$ cat src/hdl/muon_burst_unpack_check_assert.svh
// ----------------------------------------------------------------------------
// Muon burst unpack check assertion macros
// Concurrent assertion wrappers, clocked on clk with reset rst_n.
// ----------------------------------------------------------------------------
`ifndef MUON_BURST_UNPACK_CHECK_ASSERT_SVH
`define MUON_BURST_UNPACK_CHECK_ASSERT_SVH

`ifndef SYNTHESIS
`define MBUC_ASSERT_SAME(label, ante, cons) \
    label: assert property (@(posedge clk) disable iff (!rst_n) (ante) |-> (cons)) \
        else $error("muon_burst_unpack_check: assertion failed");
`define MBUC_ASSERT_NEXT(label, ante, cons) \
    label: assert property (@(posedge clk) disable iff (!rst_n) (ante) |=> (cons)) \
        else $error("muon_burst_unpack_check: assertion failed");
`else
`define MBUC_ASSERT_SAME(label, ante, cons)
`define MBUC_ASSERT_NEXT(label, ante, cons)
`endif

`endif

$ cat src/hdl/mbuc_pkg.sv
// ----------------------------------------------------------------------------
// Muon burst unpack check package
// Types, register map and status codes shared by the burst unpacker.
// ----------------------------------------------------------------------------
`default_nettype none

package mbuc_pkg;

    localparam int ADC_BITS_DEFAULT = 12;
    localparam int ADC_OUT_W        = 12;
    localparam int SEQ_W            = 7;
    localparam int COUNT_W          = 16;
    localparam int TAG_W            = 31;
    localparam int PADDR_W          = 3;

    localparam logic [SEQ_W-1:0] BURST_SAMPLES_RESET = 7'd19;
    localparam logic [SEQ_W-1:0] INDEX_MAX           = 7'd127;

    typedef enum logic [0:0] {
        REG_BURST_SAMPLES = 1'b0
    } reg_index_t;

    typedef enum logic [1:0] {
        ST_OK           = 2'd0,
        ST_SEQ_MISMATCH = 2'd1,
        ST_NO_HEADER    = 2'd2,
        ST_BEYOND_BURST = 2'd3
    } status_t;

    typedef struct packed {
        logic                  is_header;
        logic [TAG_W-1:0]      burst_time;
        logic [TAG_W-1:0]      trigger_tag;
        logic [ADC_OUT_W-1:0]  adc_ch0;
        logic [ADC_OUT_W-1:0]  adc_ch1;
        logic [ADC_OUT_W-1:0]  adc_ch2;
        logic [ADC_OUT_W-1:0]  adc_ch3;
        logic [SEQ_W-1:0]      seq_value;
        logic [SEQ_W-1:0]      sample_index;
        logic [COUNT_W-1:0]    burst_count;
        status_t               sample_status;
        logic                  burst_bad;
    } result_t;

endpackage

`default_nettype wire

$ cat src/hdl/muon_burst_unpack_check.sv
// ----------------------------------------------------------------------------
// Muon burst unpack check
// Unpacks header and sample word pairs of a muon burst buffer and checks
// the sample sequence numbers against their position in the burst.
// ----------------------------------------------------------------------------
//  Channel  Direction  Handshake                 Payload
//  in       input      in_valid / in_stall       word_lo, word_hi, last_word
//  out      output     out_valid / out_stall     is_header .. burst_bad
//  cfg      input      APB psel/penable/pready   paddr, pwdata, prdata
//
// One word pair is accepted per cycle unless stalled; the result is registered.
// The burst state is updated by the single register stage at acceptance.
// A stalled result is held in the output register and one more word goes to
// a skid register; in_stall rises only while that skid register is full.
// Reset clears the burst state, the handshake state and sets burst_samples
// to 19.
// ----------------------------------------------------------------------------
`default_nettype none

module muon_burst_unpack_check
    import mbuc_pkg::*;
#(
    parameter int ADC_BITS = ADC_BITS_DEFAULT
) (
    input  wire logic                  clk,
    input  wire logic                  rst_n,

    input  wire logic                  in_valid,
    output logic                       in_stall,
    input  wire logic [31:0]           word_lo,
    input  wire logic [31:0]           word_hi,
    input  wire logic                  last_word,

    output logic                       out_valid,
    input  wire logic                  out_stall,
    output logic                       is_header,
    output logic [TAG_W-1:0]           burst_time,
    output logic [TAG_W-1:0]           trigger_tag,
    output logic [ADC_OUT_W-1:0]       adc_ch0,
    output logic [ADC_OUT_W-1:0]       adc_ch1,
    output logic [ADC_OUT_W-1:0]       adc_ch2,
    output logic [ADC_OUT_W-1:0]       adc_ch3,
    output logic [SEQ_W-1:0]           seq_value,
    output logic [SEQ_W-1:0]           sample_index,
    output logic [COUNT_W-1:0]         burst_count,
    output logic [1:0]                 sample_status,
    output logic                       burst_bad,

    input  wire logic                  psel,
    input  wire logic                  penable,
    input  wire logic                  pwrite,
    input  wire logic [PADDR_W-1:0]    paddr,
    input  wire logic [31:0]           pwdata,
    output logic [31:0]                prdata,
    output logic                       pready
);

    localparam int AdcKeep = (ADC_BITS < ADC_OUT_W) ? ADC_BITS : ADC_OUT_W;
    localparam logic [ADC_OUT_W-1:0] AdcMask = ADC_OUT_W'((33'd1 << AdcKeep) - 33'd1);

    logic [SEQ_W-1:0]    burst_samples_reg;
    logic                header_seen_reg, header_seen_next;
    logic [COUNT_W-1:0]  headers_reg, headers_next;
    logic [SEQ_W-1:0]    index_reg, index_next;
    logic                corrupt_reg, corrupt_next;

    logic                out_valid_reg;
    result_t             out_data_reg;
    logic                skid_valid_reg;
    result_t             skid_data_reg;

    logic                in_accept;
    logic                cfg_write;
    reg_index_t          cfg_index;
    result_t             res;
    logic [SEQ_W-1:0]    seq;
    logic [SEQ_W:0]      expected_seq;

    assign in_stall  = skid_valid_reg;
    assign in_accept = in_valid && !skid_valid_reg;

    // Configuration port
    assign pready    = 1'b1;
    assign cfg_index = reg_index_t'(paddr[2]);
    assign cfg_write = psel && penable && pwrite && pready;

    always_comb
    begin
        prdata = '0;
        unique case (cfg_index)
            REG_BURST_SAMPLES: prdata = {25'd0, burst_samples_reg};
            default:           prdata = '0;
        endcase
    end

    always_ff @(posedge clk or negedge rst_n)
    begin
        if (!rst_n)
        begin
            burst_samples_reg <= BURST_SAMPLES_RESET;
        end
        else if (cfg_write && (cfg_index == REG_BURST_SAMPLES))
        begin
            burst_samples_reg <= pwdata[SEQ_W-1:0];
        end
    end

    // Word unpacking and sequence check
    assign seq          = {word_hi[30:28], word_hi[15:12]};
    assign expected_seq = {1'b0, index_reg} + 8'd1;

    always_comb
    begin
        res              = '0;
        header_seen_next = header_seen_reg;
        headers_next     = headers_reg;
        index_next       = index_reg;
        corrupt_next     = corrupt_reg;

        if (word_lo[31])
        begin
            headers_next     = headers_reg + 16'd1;
            header_seen_next = 1'b1;
            index_next       = '0;
            corrupt_next     = 1'b0;
            res.is_header    = 1'b1;
            res.burst_time   = word_lo[30:0];
            res.trigger_tag  = word_hi[30:0];
            res.burst_count  = headers_next;
        end
        else
        begin
            res.adc_ch0   = word_lo[11:0] & AdcMask;
            res.adc_ch1   = word_lo[27:16] & AdcMask;
            res.adc_ch2   = word_hi[11:0] & AdcMask;
            res.adc_ch3   = word_hi[27:16] & AdcMask;
            res.seq_value = seq;
            if (!header_seen_reg)
            begin
                res.sample_status = ST_NO_HEADER;
            end
            else
            begin
                res.sample_index = index_reg;
                if (index_reg >= burst_samples_reg)
                begin
                    res.sample_status = ST_BEYOND_BURST;
                end
                else if ({1'b0, seq} != expected_seq)
                begin
                    res.sample_status = ST_SEQ_MISMATCH;
                    corrupt_next      = 1'b1;
                end
                else
                begin
                    res.sample_status = ST_OK;
                end
                if (index_reg != INDEX_MAX)
                begin
                    index_next = index_reg + 7'd1;
                end
            end
            res.burst_count = headers_reg;
            res.burst_bad   = corrupt_next;
        end

        if (last_word)
        begin
            header_seen_next = 1'b0;
            headers_next     = '0;
            index_next       = '0;
            corrupt_next     = 1'b0;
        end
    end

    always_ff @(posedge clk or negedge rst_n)
    begin
        if (!rst_n)
        begin
            header_seen_reg <= 1'b0;
            headers_reg     <= '0;
            index_reg       <= '0;
            corrupt_reg     <= 1'b0;
        end
        else if (in_accept)
        begin
            header_seen_reg <= header_seen_next;
            headers_reg     <= headers_next;
            index_reg       <= index_next;
            corrupt_reg     <= corrupt_next;
        end
    end

    // Output register with skid stage
    always_ff @(posedge clk or negedge rst_n)
    begin
        if (!rst_n)
        begin
            out_valid_reg  <= 1'b0;
            skid_valid_reg <= 1'b0;
        end
        else if (!out_valid_reg || !out_stall)
        begin
            if (skid_valid_reg)
            begin
                out_valid_reg  <= 1'b1;
                skid_valid_reg <= 1'b0;
            end
            else
            begin
                out_valid_reg <= in_accept;
            end
        end
        else if (in_accept)
        begin
            skid_valid_reg <= 1'b1;
        end
    end

    always_ff @(posedge clk)
    begin
        if (!out_valid_reg || !out_stall)
        begin
            if (skid_valid_reg)
            begin
                out_data_reg <= skid_data_reg;
            end
            else if (in_accept)
            begin
                out_data_reg <= res;
            end
        end
        else if (in_accept)
        begin
            skid_data_reg <= res;
        end
    end

    assign out_valid     = out_valid_reg;
    assign is_header     = out_data_reg.is_header;
    assign burst_time    = out_data_reg.burst_time;
    assign trigger_tag   = out_data_reg.trigger_tag;
    assign adc_ch0       = out_data_reg.adc_ch0;
    assign adc_ch1       = out_data_reg.adc_ch1;
    assign adc_ch2       = out_data_reg.adc_ch2;
    assign adc_ch3       = out_data_reg.adc_ch3;
    assign seq_value     = out_data_reg.seq_value;
    assign sample_index  = out_data_reg.sample_index;
    assign burst_count   = out_data_reg.burst_count;
    assign sample_status = out_data_reg.sample_status;
    assign burst_bad     = out_data_reg.burst_bad;

    `include "muon_burst_unpack_check_assert.svh"

    `MBUC_ASSERT_SAME(a_skid_implies_out, skid_valid_reg, out_valid_reg)
    `MBUC_ASSERT_NEXT(a_accept_gives_result, in_accept && !out_valid_reg, out_valid_reg)
    `MBUC_ASSERT_SAME(a_no_header_state_clear, !header_seen_reg,
                      (index_reg == '0) && !corrupt_reg)
    `MBUC_ASSERT_SAME(a_header_result_clean, out_valid_reg && out_data_reg.is_header,
                      (out_data_reg.sample_status == ST_OK) && !out_data_reg.burst_bad)

endmodule

`default_nettype wire
$ cat config.mk
export PLATFORM = sky130hd
export DESIGN_NAME = muon_burst_unpack_check
export DESIGN_NICKNAME = d
export VERILOG_FILES = /design/src/hdl/mbuc_pkg.sv /design/src/hdl/muon_burst_unpack_check.sv
export VERILOG_INCLUDE_DIRS = /design/src /design/src/hdl
export SDC_FILE = /design/constraint.sdc
export NUM_CORES = 1
export LEC_CHECK = 0
export ABC_AREA = 0
export BUFFER_PORTS_ARGS = -buffer_cell sky130_fd_sc_hd__buf_2
export CORE_MARGIN = 2
export CORE_UTILIZATION = 55
export CTS_CLUSTER_SIZE = 16
export DETAILED_ROUTE_END_ITERATION = 7
export PLACE_DENSITY = 0.86
export SETUP_SLACK_MARGIN = 0.3
export SYNTH_ARGS = -nofsm -noshare
export SYNTH_HDL_FRONTEND = slang
export SYNTH_SLANG_ARGS = --single-unit
$ cat constraint.sdc
create_clock -name clk -period 19.3 [get_ports clk]
set_input_delay 0.965 -clock clk [delete_from_list [all_inputs] [get_ports clk]]
set_output_delay 0.965 -clock clk [all_outputs]
set_load 0.01 [all_outputs]
==> impl_metrics.csv <==
group,metric,value,unit
run_status,status,"complete, no violations",
global_routing,met2_usage,0.322,
synthesis,synthCells,854,
synthesis,yosysWarnings,0,
power_and_ir_drop,p_switching,0.000369,W
critical_path,worstReg2RegEnd,"skid_data_reg[6]$_DFFE_PP_",
power_and_ir_drop,ir_worst_vdd,66.2,uV
placed_design,dp_cells,1374,
global_routing,overflow,0,
global_routing,grt_util_met1,0.288,
layout,drive_gt1_frac,0.406,
power_and_ir_drop,swShare,0.231,
sta,rsz0062_at_grt,"no",
detailed_routing,viasPerCell,5.35,
clocking,cts_tree,"yes",
detailed_routing,vias,7709,
clocking,numCtsBuffers,35,
die,dieArea,26000,um2
detailed_routing,drc,0,
critical_path,cpPeakStageDelay,0.66,ns
sta,relSlewSlack,0.303,
global_routing,antenna_found_initial,3,
clocking,root_buffer,"clkbuf_16",
layout,finalNonFillerCells,1440,
clocking,post-cts-setup-buffer-count,0,
critical_path,cp.required,19.43,ns
critical_path,reg2reg_slack,15.51,ns
global_routing,grt_pass1_wl,41700,um
power_and_ir_drop,p_clk_frac,0.373,
synthesis,yosysMostFrequentCell,"edfxtp_1",
critical_path,crit_start,"in_stall$_DFFE_PN0P_",
clocking,cts-resized-gates,0,
synthesis,ys_top_cells_by_area,"edfxtp_1, mux2_2, dfrtp_1, and2_1, nor2b_1",
clocking,clk_pin_slew_worst_paths,0.06,ns
power_and_ir_drop,leakagePower,6.31,nW
synthesis,synth_ff_type,"edfxtp_1",
critical_path,end_kind,"flip-flop",
synthesis,synth_seq_cells,322,
power_and_ir_drop,pwr-share-seq,0.523,
worst_hold_path,worstHoldStart,"burst_samples_reg[6]$_DFFE_PN0P_",
die,design.portCount,286,
worst_hold_path,whs_path_depth,1,
placed_design,postPlaceCellArea,14900,um2
synthesis,ys_types,50,
critical_path,ff2ff_path_depth,5,
layout,syn_to_final_growth,17.7,%
critical_path,crit_family,"buffers and inverters",
critical_path,path_buf_inv,3,
sta,worst_slew_pin_slew,1.04,ns
critical_path,worst_path_max_delay_cell,"inv_6",
critical_path,cp_common_cell,"buf_4",
die,core_area,24200,um2
die,die_h,161,um
clocking,hold_buffers,0,
synthesis,yosysSeqAreaShare,0.700,
clocking,clock_latency,0.50,ns
synthesis,synthAdderAreaFrac,0.00829,
sta,timing.final.crit_period,3.80,ns
clocking,clock_sinks,322,
sta,max_freq,264,MHz
layout,final_cell_area,16000,um2
power_and_ir_drop,p_per_area,100,nW/um2
critical_path,critPathArrivalTime,3.93,ns
flow_run,timing.max_cap.violations,0,
clocking,clock_path_buffers,3,
critical_path,cp-start-kind,"flip-flop",
power_and_ir_drop,comb_power_share,0.103,
clocking,htreeDepth,2,
global_routing,grt_pass1_vias,7600,
synthesis,synth_top_family_by_area,"multiplexers",
detailed_routing,routedWlPerCell,18.4,um
die,die_w,161,um
synthesis,synth_compound_area_frac,0.0270,
critical_path,crit_type,"reg -> reg",
sta,slew_violations,0,
synthesis,synth-simple-area-share,0.0913,
detailed_routing,drt_wl_total,26500,um
synthesis,synthXorXnorAreaFrac,0.0171,
synthesis,synth_edf_count,288,
worst_hold_path,hp-class,"reg -> reg",
placed_design,hpwl,16700,um
global_routing,grtUsageTotal,0.203,
die,rows,57,
detailed_routing,drtIter0Drc,610,
layout,fin_nets,1203,
sta,hold_violations,0,
sta,clock_skew,0.00815,ns
critical_path,crit_chain,"inv_6 -> nand2_1 -> nor2_4 -> buf_4 -> buf_4",
synthesis,ys_async_sr_fraction,0.106,
placed_design,gp_congestion,0.844,
global_routing,busiest_layer,"met2",
layout,postLayoutCoreUtil,0.659,
synthesis,netlist_top_cells_count,"edfxtp_1, mux2_2, and2_1, nor2b_1, dfrtp_1",
sta,setup_viol,0,
die,initial_core_util,0.560,
synthesis,synth_top_area_frac,0.637,
detailed_routing,antenna_left,0,
critical_path,worstReg2RegStart,"in_stall$_DFFE_PN0P_",
synthesis,synth.largest_area_cell,"edfxtp_1",
sta,setup_tns,0,ns
synthesis,synth_area,13600,um2
critical_path,path_max_fanout,86,
global_routing,grt_max_degree,87,
detailed_routing,dr.pass1.iters,5,
synthesis,synthMuxAreaShare,0.127,
sta,final.period_utilization,0.197,
synthesis,synth.avg_cell_area,15.9,um2
global_routing,use_met3,0.0426,
layout,largest_reg_flops,144,
placed_design,port_buffers,231,
worst_hold_path,hold_path_end,"burst_samples_reg[6]$_DFFE_PN0P_",
power_and_ir_drop,internal_power,0.00123,W
-- cell usage in the layout, fill, tap and decap left out, types with 3 or more instances in the layout --
| master | count |
|---|---|
| o31ai_1 | 9 |
| mux2i_1 | 4 |
| nand2_1 | 26 |
| nand2b_1 | 4 |
| clkbuf_16 | 35 |
| nand3_1 | 9 |
| buf_4 | 8 |
| xor2_1 | 7 |
| clkinv_1 | 7 |
| a21oi_1 | 5 |
| and2_1 | 70 |
| mux2_2 | 148 |
| xnor2_1 | 14 |
| nand4_1 | 4 |
| nor2b_1 | 61 |
| dfstp_2 | 3 |
| edfxtp_1 | 288 |
| buf_2 | 230 |
| clkinv_2 | 7 |
| o21ai_0 | 23 |
| a31oi_1 | 4 |
| inv_1 | 8 |
| a22o_1 | 7 |
| ha_1 | 9 |
| inv_6 | 4 |
| dfrtp_1 | 31 |
| conb_1 | 26 |
| clkbuf_1 | 9 |
| nor2_1 | 22 |
-- cells by family (layout without fill, tap and decap cells) --
family                   count (synthesis)  count (layout)
AO/OA/AOI/OAI                           58              58
XOR/XNOR                                24              24
adder cells (fa/ha/maj)                  9               9
buffers and inverters                   75             311
flip-flops                             322             322
multiplexers                           153             153
other                                    2              28
AND/OR/NAND/NOR                        211             211
-- per-stage QoR --
stage          hold WS, ns  power (W)  setup slack [ns]
2_1_floorplan        0.475   0.000963             10.63
3_3_place_gp         0.490    0.00101             15.50
3_5_place_dp         0.498    0.00102             15.48
4_1_cts              0.510    0.00161             15.46
5_1_grt              0.527    0.00166             15.20
6_report             0.506    0.00160             15.51
-- power by group through the flow --
stage / sequential (W) / combinational, W / clock [W]
4_1_cts: 0.000837 / 0.000167 / 0.000609
6_report: 0.000837 / 0.000165 / 0.000597
3_5_place_dp: 0.000851 / 0.000166 / 0
2_1_floorplan: 0.000872 / 0.0000907 / 0
5_1_grt: 0.000841 / 0.000181 / 0.000638
3_3_place_gp: 0.000849 / 0.000162 / 0
-- how the worst max path moves through the flow --
| stage | slack [ns] | to | cells past startpoint |
|---|---|---|---|
| global route | 15.20 | skid_data_reg[73]$_DFFE_PP_ | 5 |
| floorplan | 10.63 | adc_ch0[0]$_DFFE_PP_ | 2 |
| detailed placement | 15.48 | skid_data_reg[74]$_DFFE_PP_ | 5 |
| CTS | 15.46 | skid_data_reg[125]$_DFFE_PP_ | 5 |
| finish | 15.51 | skid_data_reg[6]$_DFFE_PP_ | 5 |
| global placement | 15.50 | skid_data_reg[125]$_DFFE_PP_ | 5 |
-- routing by layer --
| layer | part of all wire | up-vias |
|---|---|---|
| met5 | 0.00049 | - |
| met1 | 0.44 | 3814 |
| met2 | 0.47 | 279 |
| met4 | 0.022 | 2 |
| met3 | 0.068 | 44 |
| li1 | - | 3570 |
-- cell type report --
class | count | area, um2
tap | 324 | 405
inverter | 9 | 38.8
timing repair buffer | 238 | 1210
clock buffer | 45 | 923
multi-input combinational | 481 | 3790
sequential | 322 | 9500
antenna | 2 | 5.00
fill | 1688 | 8270
clock inverter | 19 | 103
Power figures use the tool's default switching activity.
